### src/rtl/core/mrfp_pkg.sv
// Shared types and constants of the motor reply frame parser.
// Holds the frame markers, status codes and the event record passed from front to back.
// No dependencies.
package mrfp_pkg;

	// Longest accepted frame length plus one; lengths of 1 to MAX_FRAME-1 are taken.
	localparam int MAX_FRAME = 32;
	localparam int FLEN_W    = $clog2(MAX_FRAME);

	// Depth of the event queue between the front and the back.
	localparam int FIFO_DEPTH = 2;
	localparam int QPTR_W     = (FIFO_DEPTH > 1) ? $clog2(FIFO_DEPTH) : 1;
	localparam int QCNT_W     = $clog2(FIFO_DEPTH + 1);

	localparam logic [7:0] BROADCAST_ADDR = 8'hFF;
	localparam logic [7:0] OWN_ADDR_RST   = 8'h01;
	localparam logic [7:0] END_MARK       = 8'h6B;
	localparam logic [7:0] CMD_SPEED      = 8'h35;
	localparam logic [7:0] CMD_POSITION   = 8'h36;
	localparam logic [7:0] CMD_FLAGS      = 8'h3A;

	// Minimum frame lengths (command, payload and end byte) for each command.
	localparam int MIN_LEN_SPEED    = 4;
	localparam int MIN_LEN_POSITION = 6;
	localparam int MIN_LEN_FLAGS    = 3;

	localparam logic [2:0] ST_SPEED    = 3'd0;
	localparam logic [2:0] ST_POSITION = 3'd1;
	localparam logic [2:0] ST_FLAGS    = 3'd2;
	localparam logic [2:0] ST_IGNORED  = 3'd3;
	localparam logic [2:0] ST_BAD_END  = 3'd4;
	localparam logic [2:0] ST_BAD_LEN  = 3'd5;

	// One finished or aborted frame, as handed from the front to the back.
	typedef struct packed {
		logic              bad_len;
		logic [7:0]        cmd;
		logic [31:0]       payload;
		logic [7:0]        last_byte;
		logic [FLEN_W-1:0] flen;
	} evt_t;

endpackage

### src/rtl/core/mrfp_ifs.sv
// Channel interfaces of the motor reply frame parser: received bytes, results, configuration.
// Each carries valid, ready and the payload, with source and sink modports.
// No dependencies.
interface mrfp_byte_if;
	logic       valid;
	logic       ready;
	logic [7:0] rx_byte;
	modport source (output valid, output rx_byte, input ready);
	modport sink   (input valid, input rx_byte, output ready);
endinterface

interface mrfp_result_if;
	logic               valid;
	logic               ready;
	logic [2:0]         frame_status;
	logic signed [15:0] speed;
	logic signed [31:0] position;
	logic               enabled;
	logic               moving;
	logic               fault;
	modport source (output valid, output frame_status, output speed, output position,
		output enabled, output moving, output fault, input ready);
	modport sink   (input valid, input frame_status, input speed, input position,
		input enabled, input moving, input fault, output ready);
endinterface

interface mrfp_cfg_if;
	logic       valid;
	logic       ready;
	logic [7:0] own_address;
	modport source (output valid, output own_address, input ready);
	modport sink   (input valid, input own_address, output ready);
endinterface

### src/rtl/core/mrfp_front.sv
// Front of the motor reply frame parser: takes bytes and tracks the frame.
// Emits one event per finished or aborted frame into the queue.
// Depends on mrfp_pkg.
module mrfp_front import mrfp_pkg::*; (
	input  logic       clk,
	input  logic       arst_n,
	input  logic [7:0] own_addr,
	input  logic       in_valid,
	output logic       in_ready,
	input  logic [7:0] in_byte,
	input  logic       q_full,
	output logic       push,
	output evt_t       evt
);

	typedef enum logic [1:0] {PH_ADDR, PH_LEN, PH_DATA} phase_t;

	phase_t            phase_q, phase_nxt;
	logic [FLEN_W-1:0] cnt_q, cnt_nxt, cnt_inc;
	logic [FLEN_W-1:0] len_q, len_nxt;
	logic [7:0]        cmd_q, cmd_nxt;
	logic [31:0]       pay_q, pay_nxt;
	logic [7:0]        last_q, last_nxt;
	logic              accept, len_ok, emit;

	assign in_ready = !q_full;
	assign accept   = in_valid && in_ready;
	assign len_ok   = (in_byte != 8'd0) && (32'(in_byte) < 32'(MAX_FRAME));
	assign cnt_inc  = cnt_q + FLEN_W'(1);

	always_comb begin
		phase_nxt = phase_q;
		cnt_nxt   = cnt_q;
		len_nxt   = len_q;
		cmd_nxt   = cmd_q;
		pay_nxt   = pay_q;
		last_nxt  = last_q;
		emit      = 1'b0;
		evt       = '0;
		case (phase_q)
			PH_LEN: begin
				if (len_ok) begin
					len_nxt   = in_byte[FLEN_W-1:0];
					cnt_nxt   = '0;
					cmd_nxt   = '0;
					pay_nxt   = '0;
					phase_nxt = PH_DATA;
				end else begin
					emit      = 1'b1;
					phase_nxt = PH_ADDR;
				end
				evt.bad_len = 1'b1;
			end
			PH_DATA: begin
				case (cnt_q)
					FLEN_W'(0): cmd_nxt         = in_byte;
					FLEN_W'(1): pay_nxt[31:24]  = in_byte;
					FLEN_W'(2): pay_nxt[23:16]  = in_byte;
					FLEN_W'(3): pay_nxt[15:8]   = in_byte;
					FLEN_W'(4): pay_nxt[7:0]    = in_byte;
					default:    pay_nxt         = pay_q;
				endcase
				cnt_nxt  = cnt_inc;
				last_nxt = in_byte;
				if (cnt_inc >= len_q) begin
					emit      = 1'b1;
					phase_nxt = PH_ADDR;
				end
			end
			default: begin
				// Hunting: only our own address or broadcast opens a frame.
				if (in_byte == own_addr || in_byte == BROADCAST_ADDR) begin
					phase_nxt = PH_LEN;
				end else begin
					phase_nxt = PH_ADDR;
				end
			end
		endcase
		evt.cmd       = cmd_nxt;
		evt.payload   = pay_nxt;
		evt.last_byte = last_nxt;
		evt.flen      = len_q;
	end

	assign push = accept && emit;

	always_ff @(posedge clk or negedge arst_n) begin
		if (!arst_n) begin
			phase_q <= PH_ADDR;
			cnt_q   <= '0;
			len_q   <= '0;
			cmd_q   <= '0;
			pay_q   <= '0;
			last_q  <= '0;
		end else if (accept) begin
			phase_q <= phase_nxt;
			cnt_q   <= cnt_nxt;
			len_q   <= len_nxt;
			cmd_q   <= cmd_nxt;
			pay_q   <= pay_nxt;
			last_q  <= last_nxt;
		end
	end

endmodule

### src/rtl/core/mrfp_evt_fifo.sv
// Short event queue between the front and the back of the frame parser.
// Holds FIFO_DEPTH frame events so either side can stall on its own.
// Depends on mrfp_pkg.
module mrfp_evt_fifo import mrfp_pkg::*; (
	input  logic clk,
	input  logic arst_n,
	input  logic push,
	input  evt_t push_evt,
	output logic full,
	input  logic pop,
	output evt_t head,
	output logic empty
);

	evt_t              mem_q [FIFO_DEPTH];
	logic [QPTR_W-1:0] wr_ptr_q, rd_ptr_q;
	logic [QCNT_W-1:0] cnt_q;

	assign full  = (cnt_q == QCNT_W'(FIFO_DEPTH));
	assign empty = (cnt_q == '0);
	assign head  = mem_q[rd_ptr_q];

	always_ff @(posedge clk) begin
		if (push) begin
			mem_q[wr_ptr_q] <= push_evt;
		end
	end

	always_ff @(posedge clk or negedge arst_n) begin
		if (!arst_n) begin
			wr_ptr_q <= '0;
			rd_ptr_q <= '0;
			cnt_q    <= '0;
		end else begin
			if (push) begin
				wr_ptr_q <= (wr_ptr_q == QPTR_W'(FIFO_DEPTH - 1)) ? '0 : wr_ptr_q + QPTR_W'(1);
			end
			if (pop) begin
				rd_ptr_q <= (rd_ptr_q == QPTR_W'(FIFO_DEPTH - 1)) ? '0 : rd_ptr_q + QPTR_W'(1);
			end
			cnt_q <= cnt_q + QCNT_W'(push) - QCNT_W'(pop);
		end
	end

	a_cnt_bound: assert property (@(posedge clk) disable iff (!arst_n)
		cnt_q <= QCNT_W'(FIFO_DEPTH))
		else $error("event queue count exceeds its depth");

	a_no_overflow: assert property (@(posedge clk) disable iff (!arst_n)
		!(push && full))
		else $error("front pushed into a full event queue");

	a_no_underflow: assert property (@(posedge clk) disable iff (!arst_n)
		pop |-> !empty)
		else $error("back popped an empty event queue");

endmodule

### src/rtl/core/mrfp_back.sv
// Back of the frame parser: judges each frame event and updates the motor state.
// Drives the registered result with its status and the current state.
// Depends on mrfp_pkg.
module mrfp_back import mrfp_pkg::*; (
	input  logic               clk,
	input  logic               arst_n,
	input  logic               q_empty,
	input  evt_t               head,
	output logic               pop,
	output logic               res_valid,
	input  logic               res_ready,
	output logic [2:0]         status,
	output logic signed [15:0] speed,
	output logic signed [31:0] position,
	output logic [2:0]         flags
);

	logic               valid_q;
	logic [2:0]         status_q, status_nxt;
	logic signed [15:0] speed_q, speed_nxt;
	logic signed [31:0] pos_q, pos_nxt;
	logic [2:0]         flags_q, flags_nxt;

	assign pop = !q_empty && (!valid_q || res_ready);

	always_comb begin
		status_nxt = ST_IGNORED;
		speed_nxt  = speed_q;
		pos_nxt    = pos_q;
		flags_nxt  = flags_q;
		if (head.bad_len) begin
			status_nxt = ST_BAD_LEN;
		end else if (head.last_byte != END_MARK) begin
			status_nxt = ST_BAD_END;
		end else if (head.cmd == CMD_SPEED) begin
			if (32'(head.flen) >= 32'(MIN_LEN_SPEED)) begin
				speed_nxt  = head.payload[31:16];
				status_nxt = ST_SPEED;
			end
		end else if (head.cmd == CMD_POSITION) begin
			if (32'(head.flen) >= 32'(MIN_LEN_POSITION)) begin
				pos_nxt    = head.payload;
				status_nxt = ST_POSITION;
			end
		end else if (head.cmd == CMD_FLAGS) begin
			if (32'(head.flen) >= 32'(MIN_LEN_FLAGS)) begin
				flags_nxt  = head.payload[26:24];
				status_nxt = ST_FLAGS;
			end
		end
	end

	always_ff @(posedge clk or negedge arst_n) begin
		if (!arst_n) begin
			valid_q  <= 1'b0;
			status_q <= ST_IGNORED;
			speed_q  <= '0;
			pos_q    <= '0;
			flags_q  <= '0;
		end else if (pop) begin
			valid_q  <= 1'b1;
			status_q <= status_nxt;
			speed_q  <= speed_nxt;
			pos_q    <= pos_nxt;
			flags_q  <= flags_nxt;
		end else if (res_ready) begin
			valid_q <= 1'b0;
		end
	end

	assign res_valid = valid_q;
	assign status    = status_q;
	assign speed     = speed_q;
	assign position  = pos_q;
	assign flags     = flags_q;

endmodule

### src/rtl/core/motor_reply_frame_parser_unit.sv
// Top level of the motor reply frame parser.
// Ties the front, the event queue and the back together and holds the address register.
// Depends on mrfp_pkg, mrfp_ifs, mrfp_front, mrfp_evt_fifo and mrfp_back.
//
// The rx channel brings one received byte per beat from the stepper driver link. The
// parser hunts for a frame start equal to own_address or broadcast 0xFF, takes a length
// byte and then that many data bytes, the last of which must be 0x6B. The res channel
// gives one beat for each finished or aborted frame: its status code and the current
// speed, position and flag state after the frame was handled. Bytes that open no frame
// or fall inside one give no beat.
// The cfg channel writes own_address; it is always ready and should be used only while
// the parser is idle.
// Throughput is one byte per cycle while the event queue has space. The byte that
// ends a frame puts its event into a two-entry queue when it is accepted, and the
// result register loads that event once it is empty or its beat is being taken.
// When res is stalled the result register holds its beat and further frame events wait
// in the queue; rx drops ready only once the queue is full, and bytes that end no frame
// still wait for queue space then.
// Reset clears the parser to hunting, the motor state to zero and own_address to 1.
module motor_reply_frame_parser_unit import mrfp_pkg::*; (
	input  logic          clk,
	input  logic          arst_n,
	mrfp_byte_if.sink     rx,
	mrfp_result_if.source res,
	mrfp_cfg_if.sink      cfg
);

	logic [7:0] own_addr_q;
	logic       push, pop, q_full, q_empty;
	evt_t       push_evt, head_evt;
	logic [2:0] flags;

	// The address register takes every write beat at once.
	assign cfg.ready = 1'b1;

	always_ff @(posedge clk or negedge arst_n) begin
		if (!arst_n) begin
			own_addr_q <= OWN_ADDR_RST;
		end else if (cfg.valid) begin
			own_addr_q <= cfg.own_address;
		end
	end

	// Front: frame tracking, one event per finished or aborted frame.
	mrfp_front u_front (
		.clk      (clk),
		.arst_n   (arst_n),
		.own_addr (own_addr_q),
		.in_valid (rx.valid),
		.in_ready (rx.ready),
		.in_byte  (rx.rx_byte),
		.q_full   (q_full),
		.push     (push),
		.evt      (push_evt)
	);

	// Queue that decouples frame tracking from the result side.
	mrfp_evt_fifo u_fifo (
		.clk      (clk),
		.arst_n   (arst_n),
		.push     (push),
		.push_evt (push_evt),
		.full     (q_full),
		.pop      (pop),
		.head     (head_evt),
		.empty    (q_empty)
	);

	// Back: frame checks, motor state update and the result register.
	mrfp_back u_back (
		.clk       (clk),
		.arst_n    (arst_n),
		.q_empty   (q_empty),
		.head      (head_evt),
		.pop       (pop),
		.res_valid (res.valid),
		.res_ready (res.ready),
		.status    (res.frame_status),
		.speed     (res.speed),
		.position  (res.position),
		.flags     (flags)
	);

	// Flag bits 0, 1 and 2 of the status reply.
	assign res.enabled = flags[0];
	assign res.moving  = flags[1];
	assign res.fault   = flags[2];

endmodule
### src/flat_wrapper.sv
// flat-port wrapper written by rule: the top's interface ports become plain ports
module motor_reply_frame_parser_unit_flat import mrfp_pkg::*;
  (clk, arst_n, rx_valid, rx_rx_byte, rx_ready, res_valid, res_frame_status, res_speed, res_position, res_enabled, res_moving, res_fault, res_ready, cfg_valid, cfg_own_address, cfg_ready);
  mrfp_byte_if rx_i ();
  mrfp_result_if res_i ();
  mrfp_cfg_if cfg_i ();
  input  logic clk;
  input  logic arst_n;
  input wire logic [$bits(rx_i.valid)-1:0] rx_valid;
  input wire logic [$bits(rx_i.rx_byte)-1:0] rx_rx_byte;
  output wire logic [$bits(rx_i.ready)-1:0] rx_ready;
  output wire logic [$bits(res_i.valid)-1:0] res_valid;
  output wire logic [$bits(res_i.frame_status)-1:0] res_frame_status;
  output wire logic [$bits(res_i.speed)-1:0] res_speed;
  output wire logic [$bits(res_i.position)-1:0] res_position;
  output wire logic [$bits(res_i.enabled)-1:0] res_enabled;
  output wire logic [$bits(res_i.moving)-1:0] res_moving;
  output wire logic [$bits(res_i.fault)-1:0] res_fault;
  input wire logic [$bits(res_i.ready)-1:0] res_ready;
  input wire logic [$bits(cfg_i.valid)-1:0] cfg_valid;
  input wire logic [$bits(cfg_i.own_address)-1:0] cfg_own_address;
  output wire logic [$bits(cfg_i.ready)-1:0] cfg_ready;
  assign rx_i.valid = rx_valid;
  assign rx_i.rx_byte = rx_rx_byte;
  assign rx_ready = rx_i.ready;
  assign res_valid = res_i.valid;
  assign res_frame_status = res_i.frame_status;
  assign res_speed = res_i.speed;
  assign res_position = res_i.position;
  assign res_enabled = res_i.enabled;
  assign res_moving = res_i.moving;
  assign res_fault = res_i.fault;
  assign res_i.ready = res_ready;
  assign cfg_i.valid = cfg_valid;
  assign cfg_i.own_address = cfg_own_address;
  assign cfg_ready = cfg_i.ready;
  motor_reply_frame_parser_unit u_core (.clk(clk), .arst_n(arst_n), .rx(rx_i), .res(res_i), .cfg(cfg_i));
endmodule
### config.mk
export PLATFORM = sky130hd
export DESIGN_NAME = motor_reply_frame_parser_unit_flat
export DESIGN_NICKNAME = d
export VERILOG_FILES = /design/src/rtl/core/mrfp_pkg.sv /design/src/rtl/core/mrfp_ifs.sv /design/src/rtl/core/mrfp_front.sv /design/src/rtl/core/mrfp_evt_fifo.sv /design/src/rtl/core/mrfp_back.sv /design/src/rtl/core/motor_reply_frame_parser_unit.sv /design/src/flat_wrapper.sv
export SDC_FILE = /design/constraint.sdc
export NUM_CORES = 1
export LEC_CHECK = 0
export BUFFER_PORTS_ARGS = -buffer_cell sky130_fd_sc_hd__buf_2
export CORE_ASPECT_RATIO = 1.1
export CORE_UTILIZATION = 51
export DETAILED_ROUTE_END_ITERATION = 10
export PLACE_DENSITY = 0.69
export SETUP_SLACK_MARGIN = 0.1
export SLEW_MARGIN = 10
export SYNTH_ARGS = -nofsm -noshare
export SYNTH_HDL_FRONTEND = slang
export SYNTH_SLANG_ARGS = --single-unit
### constraint.sdc
create_clock -name clk -period 9.4 [get_ports clk]
set_input_delay 1.88 -clock clk [delete_from_list [all_inputs] [get_ports clk]]
set_output_delay 1.88 -clock clk [all_outputs]
set_load 0.1 [all_outputs]
==> run_results.csv, run 1 <==
group,metric,value,unit
routing,drc,0,
grt,grt_pass1_vias,5917,
hold_path,hp-start,"u_core.u_front.len_q[4]",
timing,setup_viol,0,
synth,syn_area_per_cell,15.2,um2
pwr,p_leak,4.72,nW
clock_network,insertion_delay,0.53,ns
routing,m1WireLength,8.39,mm
synth,synth-xor-area-share,1.32,%
critical_path,timing.rr.start,"u_core.u_front.cnt_q[0]",
clock_network,hold_buffers,0,
routing,wl_met3,1.14,mm
place,gp_congestion,0.851,
status,status,"finished clean",
grt,grt_pass1_wl,31.7,mm
routing,viasPerCell,5.80,
critical_path,worstPathMaxFanout,54,
synth,yosysSeqAreaShare,64.7,%
clock_network,cts_max_path_buffers,3,
critical_path,required,9.54,ns
clock_network,h-tree-depth,1,
pwr,vdd.ir_drop.worst,0.152,mV
grt,grt-ovfl-total,0,
floorplanning,dieArea,0.0200,mm2
critical_path,critPathArrivalTime,4.18,ns
synth,synthMuxAreaShare,13.6,%
synth,yosysUniqueCellTypes,60,
clock_network,cts_sinks,235,
timing,relSlewSlack,32.0,%
place,io_buffer_count,76,
synth,synth-simple-area-share,6.09,%
clock_network,tritoncts,"built",
finish,layout-drive-gt1-share,33.8,%
synth,ys.flop_type,"dfrtp_1",
floorplanning,fp.dieH,148,um
critical_path,critPathKind,"in2reg",
synth,syn-cell-area,0.00994,mm2
routing,antenna_left,0,
timing,fin_crit_sh,43.0,%
routing,drt_iter0_markers,424,
timing,setup-tns-final,0,ns
floorplanning,ios,78,
synth,yosysWarnings,0,
synth,synthCells,652,
critical_path,critPathCaptureType,"flop",
routing,routedWlPerCell,20.5,um
finish,nets,761,
critical_path,max_stage_delay,0.60,ns
grt,grt_max_degree,79,
place,placed_area,0.0105,mm2
clock_network,cts_resized,0,
routing,first_pass_iters,5,
pwr,p_per_area,219,mW/mm2
critical_path,crit_buf_inv,2,
timing,grt_setup_unrepaired,"no",
synth,yosys_register_bits,235,
timing,finalCriticalPeriod,4.05,ns
floorplanning,rows,53,
floorplanning,fp.dieW,135,um
routing,vias,5749,
place,dp_hpwl,13.2,mm
routing,highest_layer,"met4",
floorplanning,coreArea,0.0191,mm2
finish,syn_to_final_growth,14.0,%
timing,hold_viol,0,
critical_path,worstSetupStartpoint,"rx_rx_byte[1]",
timing,fmaxAchievable,247,MHz
routing,met2_length,10.0,mm
critical_path,cp-start-kind,"input port",
timing,tightest_slew,1.02,ns
synth,synth_compound_area_share,10.2,%
finish,most-common-layout-cells,"dfrtp_1, edfxtp_1, mux2_2",
clock_network,clkTransAtPathRegs,0.06,ns
finish,final_common_cell,"dfrtp_1",
job,drv_cap,0,
critical_path,path_cells,"buf_2, or4_1, o21ai_2, nand2_1, o32ai_4, nor2b_4, buf_4",
synth,syn_nets,686,
synth,synthAdderAreaFrac,1.64,%
hold_path,hold_path.class,"reg2reg",
floorplanning,start_util,52.0,%
critical_path,cpMaxStageDelayCell,"or4_1",
synth,synth_top_family_by_area,"multiplexers",
finish,final_cell_area,0.0113,mm2
grt,grt_util_all_layers,20.6,%
synth,synth_edf_count,108,
routing,routed_wl,20.3,mm
timing,slew_viol_final,0,
timing,fin_worst_skew,0.0262,ns
clock_network,numCtsBuffers,24,
synth,async_reset_ff_share,54.0,%
clock_network,cts_root_buf,"clkbuf_16",
finish,antenna_cells,0,
clock_network,post-cts-setup-buffer-count,0,
grt,antenna_found_initial,0,
critical_path,crit_family,"simple AND/OR/NAND/NOR gates",
-- cell families after synthesis --
logic type,count (synthesis)
AOI/OAI and AO/OA,120
xor gates and xnor gates,15
adders and majority gates,13
buffers and inverters,46
DFF,235
muxes,110
other,1
and+or+nand+nor,112
-- layout make-up --
class                      instances  area, um2
clock inverter                    13        173
fill                            1469       7770
sequential                       235       6430
timing repair buffer              81        420
inverter                          14       52.6
multi-input combinational        371       3280
tap                              247        309
clock buffer                      31        667
-- cells in the mapped netlist (all sizes together) (2+ instances only) --
library cell,count,area [um2]
ha,13,163
buf,15,126
dfrtp,124,3100
nor3,5,46.3
xnor2,13,114
mux2,109,1340
a21oi,6,30.0
nor2,11,51.3
and3,3,18.8
o2bb2ai,40,350
and2,3,18.8
nand2,52,195
o21ai,17,92.6
dfstp,3,78.8
nand3b,3,22.5
nand4b,2,17.5
a21bo,3,30.0
clkbuf,17,63.8
o211ai,2,15.0
edfxtp,108,3240
nand4bb,2,22.5
nor2b,6,45.0
nand2b,5,31.3
inv,14,52.6
nor4,4,31.3
a2111oi,2,36.3
nand3,6,30.0
o32ai,2,43.8
a22o,40,350
nand4,5,31.3
a21o,2,15.0
xor2,2,17.5
-- through the flow --
stage	power [mW]	cells	setup slack, ns	util (%)	hold WS [ns]
final	2.48	992	5.35	59.3	0.479
after global routing	2.57	992	5.24	59.3	0.499
after CTS	2.51	992	5.36	59.3	0.481
after detailed placement	1.51	948	4.83	54.9	0.467
after global placement	1.50	948	4.91	54.9	0.463
after floorplan	1.42	652	3.45	-	0.442
-- flip-flops by register name, indices dropped and copies added (netlist names) --
signal                   cells
u_core.u_fifo.mem_q        108
u_core.u_back.position      32
u_core.u_front.pay_q        32
u_core.u_back.speed         16
u_core.own_addr_q            8
u_core.u_front.cmd_q         8
u_core.u_front.last_q        8
u_core.u_front.cnt_q         5
u_core.u_front.len_q         5
u_core.u_back.flags          3
u_core.u_back.status         3
u_core.u_fifo.cnt_q          2
u_core.u_front.phase_q       2
u_core.u_back.res_valid      1
u_core.u_fifo.rd_ptr_q       1
u_core.u_fifo.wr_ptr_q       1
-- path summary, 6_finish.rpt --
path / to / slack, ns / cells past startpoint
min: u_core.u_fifo.mem_q[1][4] / 0.48 / 0
min reg2reg: u_core.u_fifo.mem_q[1][4] / 0.48 / 0
min in group asynchronous: u_core.u_fifo.cnt_q[0] / 1.52 / 1
max in group asynchronous: u_core.u_back.position[17] / 6.65 / 2
max reg2reg: u_core.u_fifo.mem_q[0][46] / 6.32 / 9
max: u_core.u_fifo.mem_q[0][46] / 5.35 / 7
-- metal layers --
layer	track usage, %	vias to the layer above
li1	-	2600
met1	26.9	2919
met5	0	-
met4	9.04	0
met3	3.34	53
met2	34.1	177
-- power breakdown --
part / total (mW) / switching, mW / internal (mW) / leakage [nW]
clock network: 0.994 / 0.384 / 0.610 / 0.416
registers: 1.13 / 0.0176 / 1.11 / 2.70
logic: 0.361 / 0.219 / 0.143 / 1.60
total: 2.48 / 0.621 / 1.86 / 4.72
(Power assumes the default switching activity.)
==> run 2, diff against run 1 <==
- clock period: 9.4 -> 3.87 ns (I/O delays scaled with it)
==> run 2 against run 1 <==
Compared with the run above: critical path type is now reg2reg; clock-buffer cell count increased by 2; total power increased by 130%; routed wire length decreased by 1.7%; final cell count increased by 0.30%; clock skew decreased by 0.017 ns; register-to-register slack got worse by 5.3 ns; cell area decreased by 0.44%.
==> run_results.csv, run 2 (synthesis gave the netlist of run 1 again) <==
group,metric,value,unit
pwr,p_leak,4.68,nW
job,drv_cap,0,
routing,highest_layer,"met4",
clock_network,cts_resized,0,
timing,fin_crit_sh,73.5,%
routing,first_pass_iters,5,
grt,grt_max_degree,55,
critical_path,worstPathMaxFanout,54,
floorplanning,start_util,52.0,%
critical_path,cp-start-kind,"flop",
routing,routedWlPerCell,20.0,um
finish,largest_reg_flops,108,
finish,nets,764,
routing,antenna_left,0,
routing,m1WireLength,8.74,mm
critical_path,required,4.09,ns
grt,grt_util_all_layers,20.4,%
clock_network,h-tree-depth,1,
critical_path,crit_top_cell,"ha_1",
routing,routed_wl,19.9,mm
status,status,"finished clean",
clock_network,cts_max_path_buffers,3,
place,pre_cts_ws,0.758,ns
routing,viasPerCell,5.72,
clock_network,insertion_delay,0.50,ns
clock_network,numCtsBuffers,24,
critical_path,path_cells,"ha_1, nand3_1, xnor2_1, ha_1, a21o_1, a31oi_1, o32ai_4, and2_2, buf_12",
critical_path,cpMaxStageDelayCell,"dfrtp_1",
timing,finalCriticalPeriod,2.84,ns
timing,setup_viol,0,
routing,drc,0,
routing,vias,5690,
place,gp_congestion,0.827,
pwr,design_power_total,5.77,mW
routing,met2_length,9.88,mm
timing,hold_viol,0,
clock_network,tritoncts,"built",
grt,grt_pass1_wl,31.6,mm
timing,slew_viol_final,0,
finish,largest_register,"u_core.u_fifo.mem_q",
timing,whs,0.296,ns
floorplanning,ios,78,
clock_network,cts_root_buf,"clkbuf_16",
finish,final_common_cell,"dfrtp_1",
clock_network,clkTransAtPathRegs,0.06,ns
floorplanning,fp.dieW,135,um
routing,drt_iter0_markers,374,
clock_network,hold_buffers,0,
finish,fillers,1512,
grt,antenna_found_initial,0,
timing,tightest_slew,0.672,ns
grt,grt-ovfl-total,0,
timing,fmaxAchievable,352,MHz
floorplanning,fp.dieH,148,um
floorplanning,coreArea,0.0191,mm2
critical_path,r2r_cells,9,
place,dp_hpwl,13.3,mm
pwr,p_per_area,512,mW/mm2
floorplanning,rows,53,
grt,grt_pass1_vias,5768,
timing,grt_setup_unrepaired,"no",
timing,fin_worst_skew,0.00922,ns
timing,setup-tns-final,0,ns
critical_path,r2r_end,"u_core.u_fifo.mem_q[1][40]",
critical_path,ff2ff_setup_slack,1.03,ns
critical_path,critPathArrivalTime,3.07,ns
hold_path,hold_path.class,"in2async",
pwr,vdd.ir_drop.worst,0.405,mV
finish,layout-drive-gt1-share,33.3,%
critical_path,timing.rr.start,"u_core.u_front.cnt_q[0]",
clock_network,cts_sinks,235,
timing,setup_slack,1.03,ns
clock_network,post-cts-setup-buffer-count,0,
place,io_buffer_count,76,
finish,antenna_cells,0,
critical_path,critPathKind,"reg2reg",
timing,relSlewSlack,55.1,%
finish,stdcell_count,995,
finish,most-common-layout-cells,"dfrtp_1, edfxtp_1, mux2_2",
floorplanning,dieArea,0.0200,mm2
critical_path,max_stage_delay,0.44,ns
critical_path,critPathCaptureType,"flop",
place,dpl.cell_count,951,
routing,wl_met3,1.03,mm
finish,syn_to_final_growth,13.5,%
## run 2: cell types whose count changed in the layout (fill, tap and decap cells not counted), sizes merged
| cell | delta |
|---|---|
| bufinv | -3 |
| clkinvlp | +1 |
| clkbuf | +2 |
| buf | +3 |
## run 2: worst max-delay path by stage
stage / from / to / slack, ns / depth (start not counted)
final: u_core.u_front.cnt_q[0] / u_core.u_fifo.mem_q[1][40] / 1.03 / 9
after global routing: u_core.u_front.cnt_q[0] / u_core.u_fifo.mem_q[1][40] / 0.90 / 9
after CTS: u_core.u_front.cnt_q[0] / u_core.u_fifo.mem_q[1][29] / 1.07 / 9
after detailed placement: rx_rx_byte[1] / u_core.u_fifo.mem_q[1][29] / 0.76 / 7
after global placement: rx_rx_byte[1] / u_core.u_fifo.mem_q[0][34] / 0.79 / 7
after floorplan: u_core.u_fifo.cnt_q[1] / u_core.u_fifo.mem_q[1][0] / 0.11 / 6
## run 2: power by group
part	internal, mW	leakage (nW)	switching [mW]
combinational	0.349	1.62	0.499
sequential	2.69	2.70	0.0724
clock	1.27	0.361	0.892
total	4.31	4.68	1.46
## run 2: worst max-delay path, delay by kind of cell (launching register included)
kind	cells	cell delay (ns)
buf+inv	1	0.20
flops	1	0.44
xor+xnor	1	0.25
fa+ha+maj	2	0.58
simple gates	2	0.38
compound gates	3	0.67
## run 2: layout make-up
class / count / area (um2) / share of cell area [%]
inverters: 14 / 52.6 / 0.466
clock inverters: 11 / 76.3 / 0.677
flip-flops and latches: 235 / 6430 / 57.0
clock buffers: 33 / 666 / 5.90
well taps: 247 / 309 / 2.74
multi-input cells: 371 / 3280 / 29.1
repair buffers: 84 / 468 / 4.15
## run 2: through the flow
| step | instance area (um2) | util (%) |
|---|---|---|
| floorplan | 9940 | - |
| global placement | 10500 | 55.1 |
| detailed placement | 10500 | 55.1 |
| CTS | 11300 | 59.0 |
| global route | 11300 | 59.0 |
| finish | 11300 | 59.0 |
## run 2: layer usage
layer  vias up  GRT usage, %
met5         -             0
met3        26          3.27
met4         0          5.56
met2       158          33.7
li1       2607             -
met1      2899          28.1
